[src/design/mtwg_pkg.sv]
// Shared constants for the missing-tooth wheel generator.
package mtwg_pkg;

    localparam int RPM_W    = 16;
    localparam int RATE_W   = 20;
    localparam int TEETH_W  = 8;
    localparam int ADDR_W   = 4;
    localparam int DATA_W   = 32;
    localparam int NUM_W    = 25;
    localparam int DEN_W    = TEETH_W + RPM_W;
    localparam int STEP_W   = $clog2(NUM_W);

    localparam logic OP_TICK  = 1'b0;
    localparam logic OP_SPEED = 1'b1;

    localparam logic [1:0] REG_TICK_RATE = 2'd0;
    localparam logic [1:0] REG_TEETH     = 2'd1;
    localparam logic [1:0] REG_MISSING   = 2'd2;

    localparam logic [RATE_W-1:0]  TICK_RATE_RST = RATE_W'(1000);
    localparam logic [TEETH_W-1:0] TEETH_RST     = TEETH_W'(60);
    localparam logic [TEETH_W-1:0] MISSING_RST   = TEETH_W'(2);
    localparam int                 INTERVAL_RST  = 200;

endpackage

[src/design/mtwg_in_if.sv]
// Input channel carrying tick and speed items.
interface mtwg_in_if import mtwg_pkg::*; ();
    logic             valid;
    logic             ready;
    logic             operation;
    logic [RPM_W-1:0] rpm;

    modport source (output valid, output operation, output rpm, input ready);
    modport sink (input valid, input operation, input rpm, output ready);
endinterface

[src/design/mtwg_out_if.sv]
// Output channel carrying one result per input item.
interface mtwg_out_if import mtwg_pkg::*; ();
    logic               valid;
    logic               ready;
    logic               pin_level;
    logic               edge_taken;
    logic [TEETH_W-1:0] tooth_index;

    modport source (output valid, output pin_level, output edge_taken, output tooth_index,
                    input ready);
    modport sink (input valid, input pin_level, input edge_taken, input tooth_index,
                  output ready);
endinterface

[src/design/missing_tooth_wheel_generator_unit.sv]
// Top level of the missing-tooth crank trigger wheel generator.
// A tick item is handled in the cycle of its transfer and its result is registered for the
// next cycle; ticks follow back to back, one per clock, while the result register drains.
// A speed item forms numerator and divisor in the cycle of its transfer, runs 25 steps of the
// restoring divider, then saturates the interval and registers the result once the result register is free.
// Reset is synchronous and active low; it restores the register and wheel state at once.
module missing_tooth_wheel_generator_unit import mtwg_pkg::*; #(
    parameter int INTERVAL_BITS = 24
) (
    input  logic              i_clk,
    input  logic              i_rst_n,
    mtwg_in_if.sink           i_item,
    mtwg_out_if.source        o_result,
    input  logic              psel,
    input  logic              penable,
    input  logic              pwrite,
    input  logic [ADDR_W-1:0] paddr,
    input  logic [DATA_W-1:0] pwdata,
    output logic [DATA_W-1:0] prdata,
    output logic              pready
);

    localparam int QW = (INTERVAL_BITS > NUM_W) ? INTERVAL_BITS : NUM_W;

    localparam logic [1:0] ST_IDLE = 2'd0;
    localparam logic [1:0] ST_DIV  = 2'd1;
    localparam logic [1:0] ST_DONE = 2'd2;

    logic [RATE_W-1:0]        r_tick_rate;
    logic [TEETH_W-1:0]       r_teeth;
    logic [TEETH_W-1:0]       r_missing;

    logic [1:0]               r_state, n_state;
    logic [INTERVAL_BITS-1:0] r_interval, n_interval;
    logic [INTERVAL_BITS-1:0] r_tick_count, n_tick_count;
    logic [TEETH_W-1:0]       r_tooth, n_tooth;
    logic                     r_half, n_half;
    logic                     r_level, n_level;

    logic [NUM_W-1:0]         r_quo, n_quo;
    logic [DEN_W:0]           r_rem, n_rem;
    logic [DEN_W-1:0]         r_den, n_den;
    logic                     r_den_zero, n_den_zero;
    logic [STEP_W-1:0]        r_step, n_step;

    logic                     r_out_valid, n_out_valid;
    logic                     r_out_pin, n_out_pin;
    logic                     r_out_edge, n_out_edge;
    logic [TEETH_W-1:0]       r_out_tooth, n_out_tooth;

    logic                     in_fire;
    logic                     out_fire;
    logic                     slot_free;
    logic                     cfg_write;
    logic                     is_edge;
    logic [RPM_W-1:0]         rpm_eff;
    logic [TEETH_W-1:0]       tooth_inc;
    logic [INTERVAL_BITS-1:0] count_inc;
    logic [DEN_W:0]           rem_sh;
    logic [DEN_W+1:0]         rem_diff;
    logic                     rem_ge;
    logic [QW-1:0]            q_ext;
    logic [QW-1:0]            q_max;
    logic [QW-1:0]            q_sat;

    assign slot_free = !r_out_valid || o_result.ready;
    assign i_item.ready = (r_state == ST_IDLE) && slot_free;
    assign in_fire = i_item.valid && i_item.ready;
    assign out_fire = r_out_valid && o_result.ready;

    assign o_result.valid       = r_out_valid;
    assign o_result.pin_level   = r_out_pin;
    assign o_result.edge_taken  = r_out_edge;
    assign o_result.tooth_index = r_out_tooth;

    assign pready    = 1'b1;
    assign cfg_write = psel && penable && pwrite;

    always_comb begin
        case (paddr[3:2])
            REG_TICK_RATE: prdata = DATA_W'(r_tick_rate);
            REG_TEETH:     prdata = DATA_W'(r_teeth);
            REG_MISSING:   prdata = DATA_W'(r_missing);
            default:       prdata = '0;
        endcase
    end

    always_ff @(posedge i_clk) begin
        if (!i_rst_n) begin
            r_tick_rate <= TICK_RATE_RST;
            r_teeth     <= TEETH_RST;
            r_missing   <= MISSING_RST;
        end else if (cfg_write) begin
            case (paddr[3:2])
                REG_TICK_RATE: r_tick_rate <= pwdata[RATE_W-1:0];
                REG_TEETH:     r_teeth     <= pwdata[TEETH_W-1:0];
                REG_MISSING:   r_missing   <= pwdata[TEETH_W-1:0];
                default: begin
                end
            endcase
        end
    end

    assign is_edge   = (r_tick_count == '0);
    assign tooth_inc = r_tooth + 1'b1;
    assign count_inc = r_tick_count + 1'b1;
    assign rpm_eff   = (i_item.rpm == '0) ? RPM_W'(1) : i_item.rpm;

    assign rem_sh   = {r_rem[DEN_W-1:0], r_quo[NUM_W-1]};
    assign rem_diff = {1'b0, rem_sh} - {2'b00, r_den};
    assign rem_ge   = !rem_diff[DEN_W+1];

    assign q_ext = QW'(r_quo);
    assign q_max = QW'({INTERVAL_BITS{1'b1}});

    always_comb begin
        if (r_den_zero || (q_ext > q_max)) begin
            q_sat = q_max;
        end else if (q_ext == '0) begin
            q_sat = QW'(1);
        end else begin
            q_sat = q_ext;
        end
    end

    always_comb begin
        n_state      = r_state;
        n_interval   = r_interval;
        n_tick_count = r_tick_count;
        n_tooth      = r_tooth;
        n_half       = r_half;
        n_level      = r_level;
        n_quo        = r_quo;
        n_rem        = r_rem;
        n_den        = r_den;
        n_den_zero   = r_den_zero;
        n_step       = r_step;
        n_out_valid  = out_fire ? 1'b0 : r_out_valid;
        n_out_pin    = r_out_pin;
        n_out_edge   = r_out_edge;
        n_out_tooth  = r_out_tooth;

        case (r_state)
            ST_IDLE: begin
                if (in_fire) begin
                    if (i_item.operation == OP_SPEED) begin
                        n_quo      = {r_tick_rate, 5'b00000} - {4'b0000, r_tick_rate, 1'b0};
                        n_den      = DEN_W'(r_teeth) * DEN_W'(rpm_eff);
                        n_den_zero = (r_teeth == '0);
                        n_rem      = '0;
                        n_step     = '0;
                        n_state    = ST_DIV;
                    end else begin
                        if (is_edge) begin
                            if (({1'b0, r_tooth} + {1'b0, r_missing}) < {1'b0, r_teeth}) begin
                                n_level = !r_level;
                            end
                            if (r_half) begin
                                n_tooth = (tooth_inc >= r_teeth) ? '0 : tooth_inc;
                            end
                            n_half = !r_half;
                        end
                        n_tick_count = (count_inc >= r_interval) ? '0 : count_inc;
                        n_out_valid  = 1'b1;
                        n_out_pin    = n_level;
                        n_out_edge   = is_edge;
                        n_out_tooth  = n_tooth;
                    end
                end
            end
            ST_DIV: begin
                n_rem = rem_ge ? rem_diff[DEN_W:0] : rem_sh;
                n_quo = {r_quo[NUM_W-2:0], rem_ge};
                if (r_step == STEP_W'(NUM_W - 1)) begin
                    n_state = ST_DONE;
                end else begin
                    n_step = r_step + 1'b1;
                end
            end
            ST_DONE: begin
                if (slot_free) begin
                    n_interval  = q_sat[INTERVAL_BITS-1:0];
                    n_out_valid = 1'b1;
                    n_out_pin   = r_level;
                    n_out_edge  = 1'b0;
                    n_out_tooth = r_tooth;
                    n_state     = ST_IDLE;
                end
            end
            default: begin
                n_state = ST_IDLE;
            end
        endcase
    end

    always_ff @(posedge i_clk) begin
        if (!i_rst_n) begin
            r_state      <= ST_IDLE;
            r_interval   <= INTERVAL_BITS'(INTERVAL_RST);
            r_tick_count <= '0;
            r_tooth      <= '0;
            r_half       <= 1'b0;
            r_level      <= 1'b0;
            r_out_valid  <= 1'b0;
        end else begin
            r_state      <= n_state;
            r_interval   <= n_interval;
            r_tick_count <= n_tick_count;
            r_tooth      <= n_tooth;
            r_half       <= n_half;
            r_level      <= n_level;
            r_out_valid  <= n_out_valid;
        end
    end

    always_ff @(posedge i_clk) begin
        r_quo       <= n_quo;
        r_rem       <= n_rem;
        r_den       <= n_den;
        r_den_zero  <= n_den_zero;
        r_step      <= n_step;
        r_out_pin   <= n_out_pin;
        r_out_edge  <= n_out_edge;
        r_out_tooth <= n_out_tooth;
    end

    a_ready_needs_slot: assert property (@(posedge i_clk) disable iff (!i_rst_n)
        i_item.ready |-> slot_free)
        else $error("Input taken while the result register cannot be freed.");

    a_speed_stalls: assert property (@(posedge i_clk) disable iff (!i_rst_n)
        (in_fire && (i_item.operation == OP_SPEED)) |=> (!i_item.ready && (r_state == ST_DIV)))
        else $error("Speed transfer did not start the divider.");

    a_div_progress: assert property (@(posedge i_clk) disable iff (!i_rst_n)
        (r_state == ST_DIV) |=> ((r_state == ST_DIV) || (r_state == ST_DONE)))
        else $error("Divider left its sequence early.");

    a_speed_no_edge: assert property (@(posedge i_clk) disable iff (!i_rst_n)
        ((r_state == ST_DONE) && slot_free) |=> (r_out_valid && !r_out_edge))
        else $error("Speed result flagged as an edge.");

endmodule
[src/flat_wrapper.sv]
// flat-port wrapper written by rule: the top's interface ports become plain ports
module missing_tooth_wheel_generator_unit_flat import mtwg_pkg::*;
#(
    parameter int INTERVAL_BITS = 24
)
  (i_clk, i_rst_n, psel, penable, pwrite, paddr, pwdata, prdata, pready, i_item_valid, i_item_operation, i_item_rpm, i_item_ready, o_result_valid, o_result_pin_level, o_result_edge_taken, o_result_tooth_index, o_result_ready);
  mtwg_in_if i_item_i ();
  mtwg_out_if o_result_i ();
  input  logic i_clk;
  input  logic i_rst_n;
  input  logic psel;
  input  logic penable;
  input  logic pwrite;
  input  logic [ADDR_W-1:0] paddr;
  input  logic [DATA_W-1:0] pwdata;
  output logic [DATA_W-1:0] prdata;
  output logic pready;
  input wire logic [$bits(i_item_i.valid)-1:0] i_item_valid;
  input wire logic [$bits(i_item_i.operation)-1:0] i_item_operation;
  input wire logic [$bits(i_item_i.rpm)-1:0] i_item_rpm;
  output wire logic [$bits(i_item_i.ready)-1:0] i_item_ready;
  output wire logic [$bits(o_result_i.valid)-1:0] o_result_valid;
  output wire logic [$bits(o_result_i.pin_level)-1:0] o_result_pin_level;
  output wire logic [$bits(o_result_i.edge_taken)-1:0] o_result_edge_taken;
  output wire logic [$bits(o_result_i.tooth_index)-1:0] o_result_tooth_index;
  input wire logic [$bits(o_result_i.ready)-1:0] o_result_ready;
  assign i_item_i.valid = i_item_valid;
  assign i_item_i.operation = i_item_operation;
  assign i_item_i.rpm = i_item_rpm;
  assign i_item_ready = i_item_i.ready;
  assign o_result_valid = o_result_i.valid;
  assign o_result_pin_level = o_result_i.pin_level;
  assign o_result_edge_taken = o_result_i.edge_taken;
  assign o_result_tooth_index = o_result_i.tooth_index;
  assign o_result_i.ready = o_result_ready;
  missing_tooth_wheel_generator_unit #(.INTERVAL_BITS(INTERVAL_BITS)) u_core (.i_clk(i_clk), .i_rst_n(i_rst_n), .i_item(i_item_i), .o_result(o_result_i), .psel(psel), .penable(penable), .pwrite(pwrite), .paddr(paddr), .pwdata(pwdata), .prdata(prdata), .pready(pready));
endmodule
[config.mk]
export PLATFORM = sky130hd
export DESIGN_NAME = missing_tooth_wheel_generator_unit_flat
export DESIGN_NICKNAME = d
export VERILOG_FILES = /design/src/design/mtwg_pkg.sv /design/src/design/mtwg_in_if.sv /design/src/design/mtwg_out_if.sv /design/src/design/missing_tooth_wheel_generator_unit.sv /design/src/flat_wrapper.sv
export SDC_FILE = /design/constraint.sdc
export NUM_CORES = 1
export LEC_CHECK = 0
export ABC_CLOCK_PERIOD_IN_PS = 10100
export BUFFER_PORTS_ARGS = -buffer_cell sky130_fd_sc_hd__buf_4
export CAP_MARGIN = 20
export CORE_MARGIN = 3
export CORE_UTILIZATION = 45
export CTS_CLUSTER_DIAMETER = 200
export DETAILED_ROUTE_END_ITERATION = 6
export PLACE_DENSITY_LB_ADDON = 0.2
export SYNTH_ARGS = -nofsm -noshare
export SYNTH_HDL_FRONTEND = slang
export SYNTH_SLANG_ARGS = --single-unit
[constraint.sdc]
create_clock -name i_clk -period 10.1 [get_ports i_clk]
set_clock_uncertainty 0.05 [all_clocks]
set_input_delay 1.01 -clock i_clk [delete_from_list [all_inputs] [get_ports i_clk]]
set_output_delay 1.01 -clock i_clk [all_outputs]
set_load 0.03 [all_outputs]
* Yosys cells after proc, flatten, opt, wreduce, memory -nomap -nowiden *
Cells that the tools add are included.

operators by class
  bitwise operators = 1
  add/subtract/negate cells = 6
  $lt $le $gt $ge = 4
  mux-type cells = 43
  multipliers = 1
  equal/unequal tests = 11
  reduce and logical (&&, ||, !) cells = 30

operators by type and width
  operator                                                          count
  2-to-1 mux 24 bit                                                 6
  case mux 20 bit (3 select lines)                                  1
  2-to-1 mux 25 bit                                                 2
  case mux 25 bit (2 select lines)                                  1
  2-to-1 mux 8 bit                                                  6
  case mux 24 bit (2 select lines)                                  1
  subtractor 25 x 24 -> 26 bit                                      1
  greater-than comparator 25 x 24 -> 1 bit (second input constant)  1
  zero test 25 bit                                                  1
  subtractor 25 x 21 -> 25 bit                                      1
  adder 24 x 1 -> 24 bit (second input constant)                    1
  greater-or-equal comparator 24 bit                                1
  zero test 24 bit                                                  1
  multiplier 8 x 16 -> 24 bit                                       1
  zero test 16 bit                                                  1
  2-to-1 mux 16 bit                                                 1
  case mux 8 bit (2 select lines)                                   1
  AND reduction 4 bit                                               4
  2-to-1 mux 5 bit                                                  3
  2-to-1 mux 1 bit                                                  12
  case mux 5 bit (2 select lines)                                   1
  adder 8 x 8 -> 9 bit                                              1
  less-than comparator 9 x 8 -> 1 bit                               1
  AND reduction 3 bit                                               3
  other kinds (19)                                                  43

storage, ports and cells
  register bits = 186
  logic and storage cells = 114
  output and inout port bits = 45

* Logic depth before layout (Yosys ltp) *
Gate-level depths: netlist of run 1.

  word-level depth = 8
  gate-level depth with buffers = 22
  mapped depth without buffers = 21

* Least setup slack after synthesis of run 1 *
OpenSTA, ideal clock, no wires.

  path type = input to register
  start point = in o_result_ready
  end point = reg u_core.r_quo[0] (netlist: u_core.q_ext[0]), enable pin
  library setup time = 524 ps
  arrival time = 5589 ps
  cell stages on the path = 4
  data required time = 9526 ps
  path slack = 3937 ps
  path buffers = 0
  path through = nor2b_1 nor3_1 nand2_1 o21ai_0

on the way
  cells in the longest elaborated chain, start to end = 5

ends and longest elaborated chain
  element                                  RTL line                                   RTL
  start: declaration                       flat_wrapper.sv:26                         input wire logic [$bits(o_result_i.ready)-1:0] o_result_ready;
  logical OR 1 bit                         missing_tooth_wheel_generator_unit.sv:66   assign slot_free = !r_out_valid || o_result.ready;
  logical AND 1 bit                        missing_tooth_wheel_generator_unit.sv:67   assign i_item.ready = (r_state == ST_IDLE) && slot_free;
  via i_item_ready                         flat_wrapper.sv:21                         output wire logic [$bits(i_item_i.ready)-1:0] i_item_ready;
  logical AND 1 bit                        missing_tooth_wheel_generator_unit.sv:68   assign in_fire = i_item.valid && i_item.ready;
  != test 2 x 1 -> 1 bit (no source line)  n/a
  AND reduction 3 bit (no source line)     n/a
  end signal: assignment                   missing_tooth_wheel_generator_unit.sv:217  r_quo <= n_quo;
  end: declaration                         missing_tooth_wheel_generator_unit.sv:40   logic [NUM_W-1:0] r_quo, n_quo;

The timed path passes the listed nets, and every way through them passes these cells.
A chain may end at the register's enable or synchronous reset.

* Worst setup path after layout of run 1 *
  start point = in i_item_rpm[1]
  end point = reg u_core.r_den[22] (data pin)

on the way
  cells in the longest elaborated chain, start to end = 3

ends and longest elaborated chain
  element                          RTL line                                   RTL
  start: declaration               flat_wrapper.sv:20                         input wire logic [$bits(i_item_i.rpm)-1:0] i_item_rpm;
  zero test 16 bit                 missing_tooth_wheel_generator_unit.sv:107  assign rpm_eff = (i_item.rpm == '0) ? RPM_W'(1) : i_item.rpm;
  2-to-1 mux 16 bit (*)            missing_tooth_wheel_generator_unit.sv:107
  multiplier 8 x 16 -> 24 bit (*)  missing_tooth_wheel_generator_unit.sv:148  n_den = DEN_W'(r_teeth) * DEN_W'(rpm_eff);
  end signal: assignment           missing_tooth_wheel_generator_unit.sv:219  r_den <= n_den;
  end: declaration                 missing_tooth_wheel_generator_unit.sv:42   logic [DEN_W-1:0] r_den, n_den;

Every way passes the cells marked *; elsewhere a longest branch is shown, timed or not.

==> results.json, run 1 <==
{
  "worst_slack_ns": 3.92,
  "cts.path.max_buffers": 2,
  "rr_worst_depth": 16,
  "met2_usage_pct": 29.8,
  "synth-edff-count": 89,
  "wl_per_cell_um": 16.0,
  "finalSetupViolCount": 0,
  "grt_max_degree": 78,
  "hold_buffers": 0,
  "cts_resized": 0,
  "ys_seq_area_share_pct": 29.5,
  "fin_util_pct": 50.7,
  "hold_path.class": "reg2reg",
  "drive_above_1_share_pct": 9.04,
  "ctsHtreeMaxLevel": 4,
  "ios": 105,
  "path_class": "in2reg",
  "grt_pass1_vias": 11826,
  "power_density_nw_per_um2": 156,
  "worstPathRequired_ns": 10.24,
  "final_cells": 2229,
  "drc": 0,
  "avgSynthCellArea_um2": 9.07,
  "num_antenna_cells": 0,
  "place_congestion": 0.843,
  "period_share_pct": 61.2,
  "cts_tree": "built",
  "nFillCells": 3201,
  "clk_pin_slew_ns": 0.07,
  "crit_path_top_delay_cell": "fa_1",
  "antenna_found_initial": 0,
  "postSynthCellCount": 1722,
  "totalWireLength_um": 35700,
  "synthTopCellsByCount": "inv_1 (206), nand2_1 (143), ha_1 (137)",
  "start_util_pct": 46.1,
  "status": "finished, final reports clean",
  "yosysMostFrequentCell": "inv_1",
  "numCtsBuffers": 17,
  "critPathTopFamily": "adder cells",
  "root_buffer": "clkbuf_16",
  "crit_chain": "buf_4 > nor4_1 > a41oi_1 > nand2b_1 > fa_1 > fa_1 > inv_1 > fa_1 > inv_1 > fa_1 > inv_1 > ha_1 > nor4_1 > o21ai_0 > o311a_1 > a41o_1 > nand4_1 > o21ai_0 > o41ai_1 > xnor2_1",
  "syn_area_um2": 15600,
  "crit_buf_inv": 4,
  "clk_latency_ns": 0.46,
  "core_um2": 33900,
  "critPathLaunchType": "input port",
  "cp.depth": 20,
  "peakVddDrop_mv": 0.147,
  "die_w_um": 192,
  "viasPerCell": 5.36,
  "post_dp_cell_area_um2": 16600,
  "num_vias": 11948,
  "use_met3_pct": 2.56,
  "pre_cts_ws_ns": 3.42,
  "leakagePower_nw": 7.59,
  "placedCellCount": 2197,
  "critPathMaxFanout": 9,
  "cpMostUsedCell": "fa_1",
  "die_y_um": 192,
  "drt-initial-drc-count": 634,
  "grt_pass1_wl_um": 59900,
  "grtUsageTotal_pct": 19.9,
  "busiest_layer": "met1",
  "fin_area_um2": 17200,
  "drv_cap": 0,
  "grt.overflow.total": 0,
  "fin_crit_ns": 6.18,
  "first_pass_iters": 5,
  "hpwl_um": 27100,
  "synth_top_area_share_pct": 17.1,
  "hold_violations": 0,
  "worstMarginPinSlew_ns": 1.01,
  "end_kind": "flip-flop",
  "slew_viol_final": 0,
  "max_freq_mhz": 162,
  "num_rows": 67,
  "finalNetCount": 2051,
  "yosysWarnings": 0,
  "yosysUniqueCellTypes": 70,
  "postRouteAntennaNets": 0,
  "holdPathStages": 2,
  "postCtsSetupRepairBufs": 0,
  "syn_to_final_growth_pct": 9.92,
  "synthFlopType": "dfxtp_1",
  "rsz0062_at_grt": "false",
  "worstPathArrival_ns": 6.32,
  "synth_area_leaders": "edfxtp_1 (17%), dfxtp_1 (12%), fa_1 (11%)",
  "synth_async_sr_flop_share_pct": 0,
  "port_buffers": 77,
  "ys_ff_latch": 186,
  "die-area_um2": 37000,
  "yosysTopAreaCell": "edfxtp_1",
  "fin_setup_tns_ns": 0,
  "slowest_delay_ns": 0.55,
  "relSlewSlack_pct": 32.6,
  "cts.sink_count": 186,
  "grtUsageMet1_pct": 30.6
}
==> path summary, 6_finish.rpt <==
path	endpoint	slack, ns	start
max	u_core.r_den[22]	3.92	i_item_rpm[1]
max reg2reg	u_core.r_den[23]	4.66	u_core.r_teeth[7]
min reg2reg	u_core.r_level	0.43	u_core.r_level
min	u_core.r_level	0.43	u_core.r_level
==> layout by cell type, fill, tap and decap left out, drive strengths merged, types with 5 or more instances in the layout <==
cell type / count
inv: 214
nand2: 143
ha: 137
and2: 108
nor2: 99
dfxtp: 97
edfxtp: 89
buf: 88
fa: 86
a21oi: 71
o21ai: 65
xnor2: 56
xor2: 38
nand3: 38
a21o: 35
mux2i: 35
nor3: 35
nor2b: 30
a31oi: 30
a21boi: 24
nor4: 23
nand2b: 21
o221a: 20
clkbuf: 17
and3: 15
o211ai: 15
a32o: 14
o21bai: 13
conb: 13
nand3b: 11
o21a: 11
o22ai: 9
nand4: 9
a211oi: 7
o31ai: 6
a41oi: 5
clkinv: 5
==> per-stage QoR <==
stage | power, mW | hold WS (ns)
finish | 2.68 | 0.433
global placement | 2.00 | 0.414
detailed placement | 2.02 | 0.426
CTS | 2.70 | 0.437
floorplan | 1.80 | 0.401
global route | 2.89 | 0.457
==> worst min-delay path, stage by stage (launching register included) <==
cell,delay [ns]
dfxtp_1,0.33
nand2_1,0.06
mux2i_1,0.05
==> state kept, by name, indices dropped and copies added, names as in the netlist, 2 cells and up <==
signal / count
u_core.r_tick_count: 24
u_core.r_teeth: 8
u_core.r_rem: 24
u_core.r_tick_rate: 20
u_core.q_ext: 25
u_core.r_den: 24
u_core.r_interval: 24
u_core.o_result.tooth_index: 8
u_core.r_state: 2
u_core.r_missing: 8
u_core.r_step: 5
u_core.r_tooth: 8
==> cell families after synthesis <==
| family | after synthesis | synth area share (%) |
|---|---|---|
| xor+xnor | 94 | 5.27 |
| flops | 186 | 29.5 |
| buf+inv | 278 | 7.18 |
| compound gates | 353 | 15.7 |
| mux | 36 | 2.31 |
| other cells | 2 | 0.0481 |
| fa+ha+maj | 223 | 22.0 |
| simple gates | 550 | 17.9 |
==> power breakdown <==
part	switching, mW	internal [mW]	total [mW]
Sequential	0.0381	0.893	0.931
Clock	0.341	0.333	0.674
Combinational	0.620	0.456	1.08
Total	0.999	1.68	2.68
==> per-layer routing <==
layer	wire length (um)	part of all wire, %
met3	1360	3.8
met5	0	0
met4	440	1.2
met2	15200	43
met1	18700	52
==> cell type report <==
class / count / area [um^2] / area share (%)
flip-flops and latches: 186 / 4610 / 26.9
multi-input cells: 1269 / 9970 / 58.1
clock inverters: 15 / 166 / 0.969
well taps: 448 / 561 / 3.26
repair buffers: 88 / 661 / 3.85
clock buffers: 17 / 425 / 2.48
inverters: 206 / 773 / 4.50
(Power assumes the default switching activity.)
==> run 2: changes to the inputs <==
--- a/config.mk
+++ b/config.mk
@@ -5,7 +5,7 @@
 export SDC_FILE = /design/constraint.sdc
 export NUM_CORES = 1
 export LEC_CHECK = 0
-export ABC_CLOCK_PERIOD_IN_PS = 10100
+export ABC_CLOCK_PERIOD_IN_PS = 6400
 export BUFFER_PORTS_ARGS = -buffer_cell sky130_fd_sc_hd__buf_4
 export CAP_MARGIN = 20
 export CORE_MARGIN = 3
==> constraint.sdc (replaced) <==
create_clock -name i_clk -period 6.4 [get_ports i_clk]
set_clock_uncertainty 0.05 [all_clocks]
set_input_delay 0.64 -clock i_clk [delete_from_list [all_inputs] [get_ports i_clk]]
set_output_delay 0.64 -clock i_clk [all_outputs]
set_load 0.03 [all_outputs]
==> results.json, run 2 (synthesized netlist as in run 1, its figures left out) <==
{
  "port_buffers": 77,
  "grt_pass1_wl_um": 59200,
  "worstMarginPinSlew_ns": 1.01,
  "fin_crit_ns": 5.65,
  "largest_register_ff_count": 25,
  "viasPerCell": 5.37,
  "grt_max_degree": 78,
  "r2r_end": "u_core.r_den[23]",
  "critPathTopFamily": "adder cells",
  "start_util_pct": 46.1,
  "path_class": "in2reg",
  "critPathMaxFanout": 9,
  "core_um2": 33900,
  "cts_tree": "built",
  "nFillCells": 3195,
  "crit_buf_inv": 4,
  "worstPathRequired_ns": 6.52,
  "slew_viol_final": 0,
  "grt.overflow.total": 0,
  "num_vias": 11977,
  "rr_worst_depth": 16,
  "status": "finished, final reports clean",
  "totalWireLength_um": 35800,
  "grtUsageTotal_pct": 19.6,
  "root_buffer": "clkbuf_16",
  "numCtsBuffers": 17,
  "postRouteAntennaNets": 0,
  "drc": 0,
  "placedCellCount": 2198,
  "critPathLaunchType": "input port",
  "num_antenna_cells": 0,
  "grt_pass1_vias": 11482,
  "die_w_um": 192,
  "fin_setup_tns_ns": 0,
  "num_rows": 67,
  "wl_per_cell_um": 16.0,
  "slowest_delay_ns": 0.54,
  "clk_latency_ns": 0.44,
  "period_share_pct": 88.3,
  "drv_cap": 0,
  "rsz0062_at_grt": "false",
  "mostFrequentLayoutCells": "inv_1 (206), nand2_1 (143), ha_1 (137)",
  "ctsHtreeMaxLevel": 4,
  "crit_path_top_delay_cell": "fa_1",
  "die_y_um": 192,
  "holdPathStages": 3,
  "first_pass_iters": 5,
  "fin_util_pct": 50.8,
  "ios": 105,
  "clk_pin_slew_ns": 0.08,
  "cts.path.max_buffers": 2,
  "max_freq_mhz": 177,
  "peakVddDrop_mv": 0.208,
  "worstHoldStart": "pwdata[8]",
  "holdPathEnd": "u_core.r_tick_rate[8]",
  "antenna_found_initial": 0,
  "final_common_cell": "inv_1",
  "postCtsSetupRepairBufs": 0,
  "hold_violations": 0,
  "power_mw": 4.25,
  "finalNetCount": 2053,
  "drive_above_1_share_pct": 9.14,
  "finalSetupViolCount": 0,
  "ff2ff_setup_slack_ns": 0.88,
  "cts.sink_count": 186,
  "cpMostUsedCell": "fa_1",
  "die-area_um2": 37000,
  "leakagePower_nw": 7.60,
  "worstPathArrival_ns": 5.77,
  "syn_to_final_growth_pct": 10.0,
  "cts_resized": 0,
  "cp.depth": 20,
  "crit_chain": "buf_4 > nor4_1 > a41oi_1 > nand2b_1 > fa_1 > fa_1 > inv_1 > fa_1 > inv_1 > fa_1 > inv_1 > ha_1 > nor4_1 > o21ai_0 > o311a_1 > a41o_1 > nand4_1 > o21ai_0 > o41ai_1 > xnor2_1",
  "place_congestion": 0.851,
  "end_kind": "flip-flop",
  "hold_path.class": "in2reg",
  "hold_buffers": 0,
  "hpwl_um": 27200,
  "r2r_start": "u_core.r_teeth[6]",
  "drt-initial-drc-count": 736,
  "relSlewSlack_pct": 32.0,
  "power_density_nw_per_um2": 247,
  "final_cells": 2231
}
-- run 2: cell type report --
| class | count | area [um^2] | share of cell area, % |
|---|---|---|---|
| multi-input cells | 1269 | 9970 | 58.0 |
| flip-flops and latches | 186 | 4610 | 26.8 |
| repair buffers | 90 | 676 | 3.93 |
| clock inverters | 15 | 171 | 0.997 |
| inverters | 206 | 773 | 4.50 |
| well taps | 448 | 561 | 3.26 |
| clock buffers | 17 | 425 | 2.47 |
-- run 2: tightest hold or removal path, cell delays in order --
cell and delay, ns:
buf_4 0.08, nand2_1 0.04, o211ai_1 0.07
-- run 2: through the flow --
stage | instance area [um^2] | hold WS, ns | setup slack, ns
6_report | 17200 | 0.369 | 0.748
5_1_grt | 17200 | 0.356 | 0.442
4_1_cts | 17200 | 0.350 | 0.790
3_5_place_dp | 16600 | 0.429 | 0.354
3_3_place_gp | 16600 | 0.413 | 0.510
2_1_floorplan | 15700 | 0.401 | 0.607
-- run 2: layer usage --
layer	vias up	track usage (%)	share of wire, %
li1	6026	-	-
met1	5704	30.5	52
met2	232	28.6	42
met3	15	3.47	4.8
met4	0	3.47	0.64
met5	-	0	0
-- run 2: power by group --
group	switching [mW]	leakage [nW]	internal (mW)
clock	0.536	0.290	0.529
combinational	0.990	5.69	0.721
sequential	0.0604	1.63	1.41
total	1.59	7.60	2.66
-- run 2: worst max-delay path by stage --
| stage | from | endpoint |
|---|---|---|
| floorplan | o_result_ready | u_core.q_ext[0] |
| global placement | i_item_rpm[9] | u_core.r_den[22] |
| detailed placement | i_item_rpm[9] | u_core.r_den[22] |
| CTS | i_item_rpm[9] | u_core.r_den[22] |
| global route | i_item_rpm[9] | u_core.r_den[22] |
| finish | i_item_rpm[9] | u_core.r_den[22] |
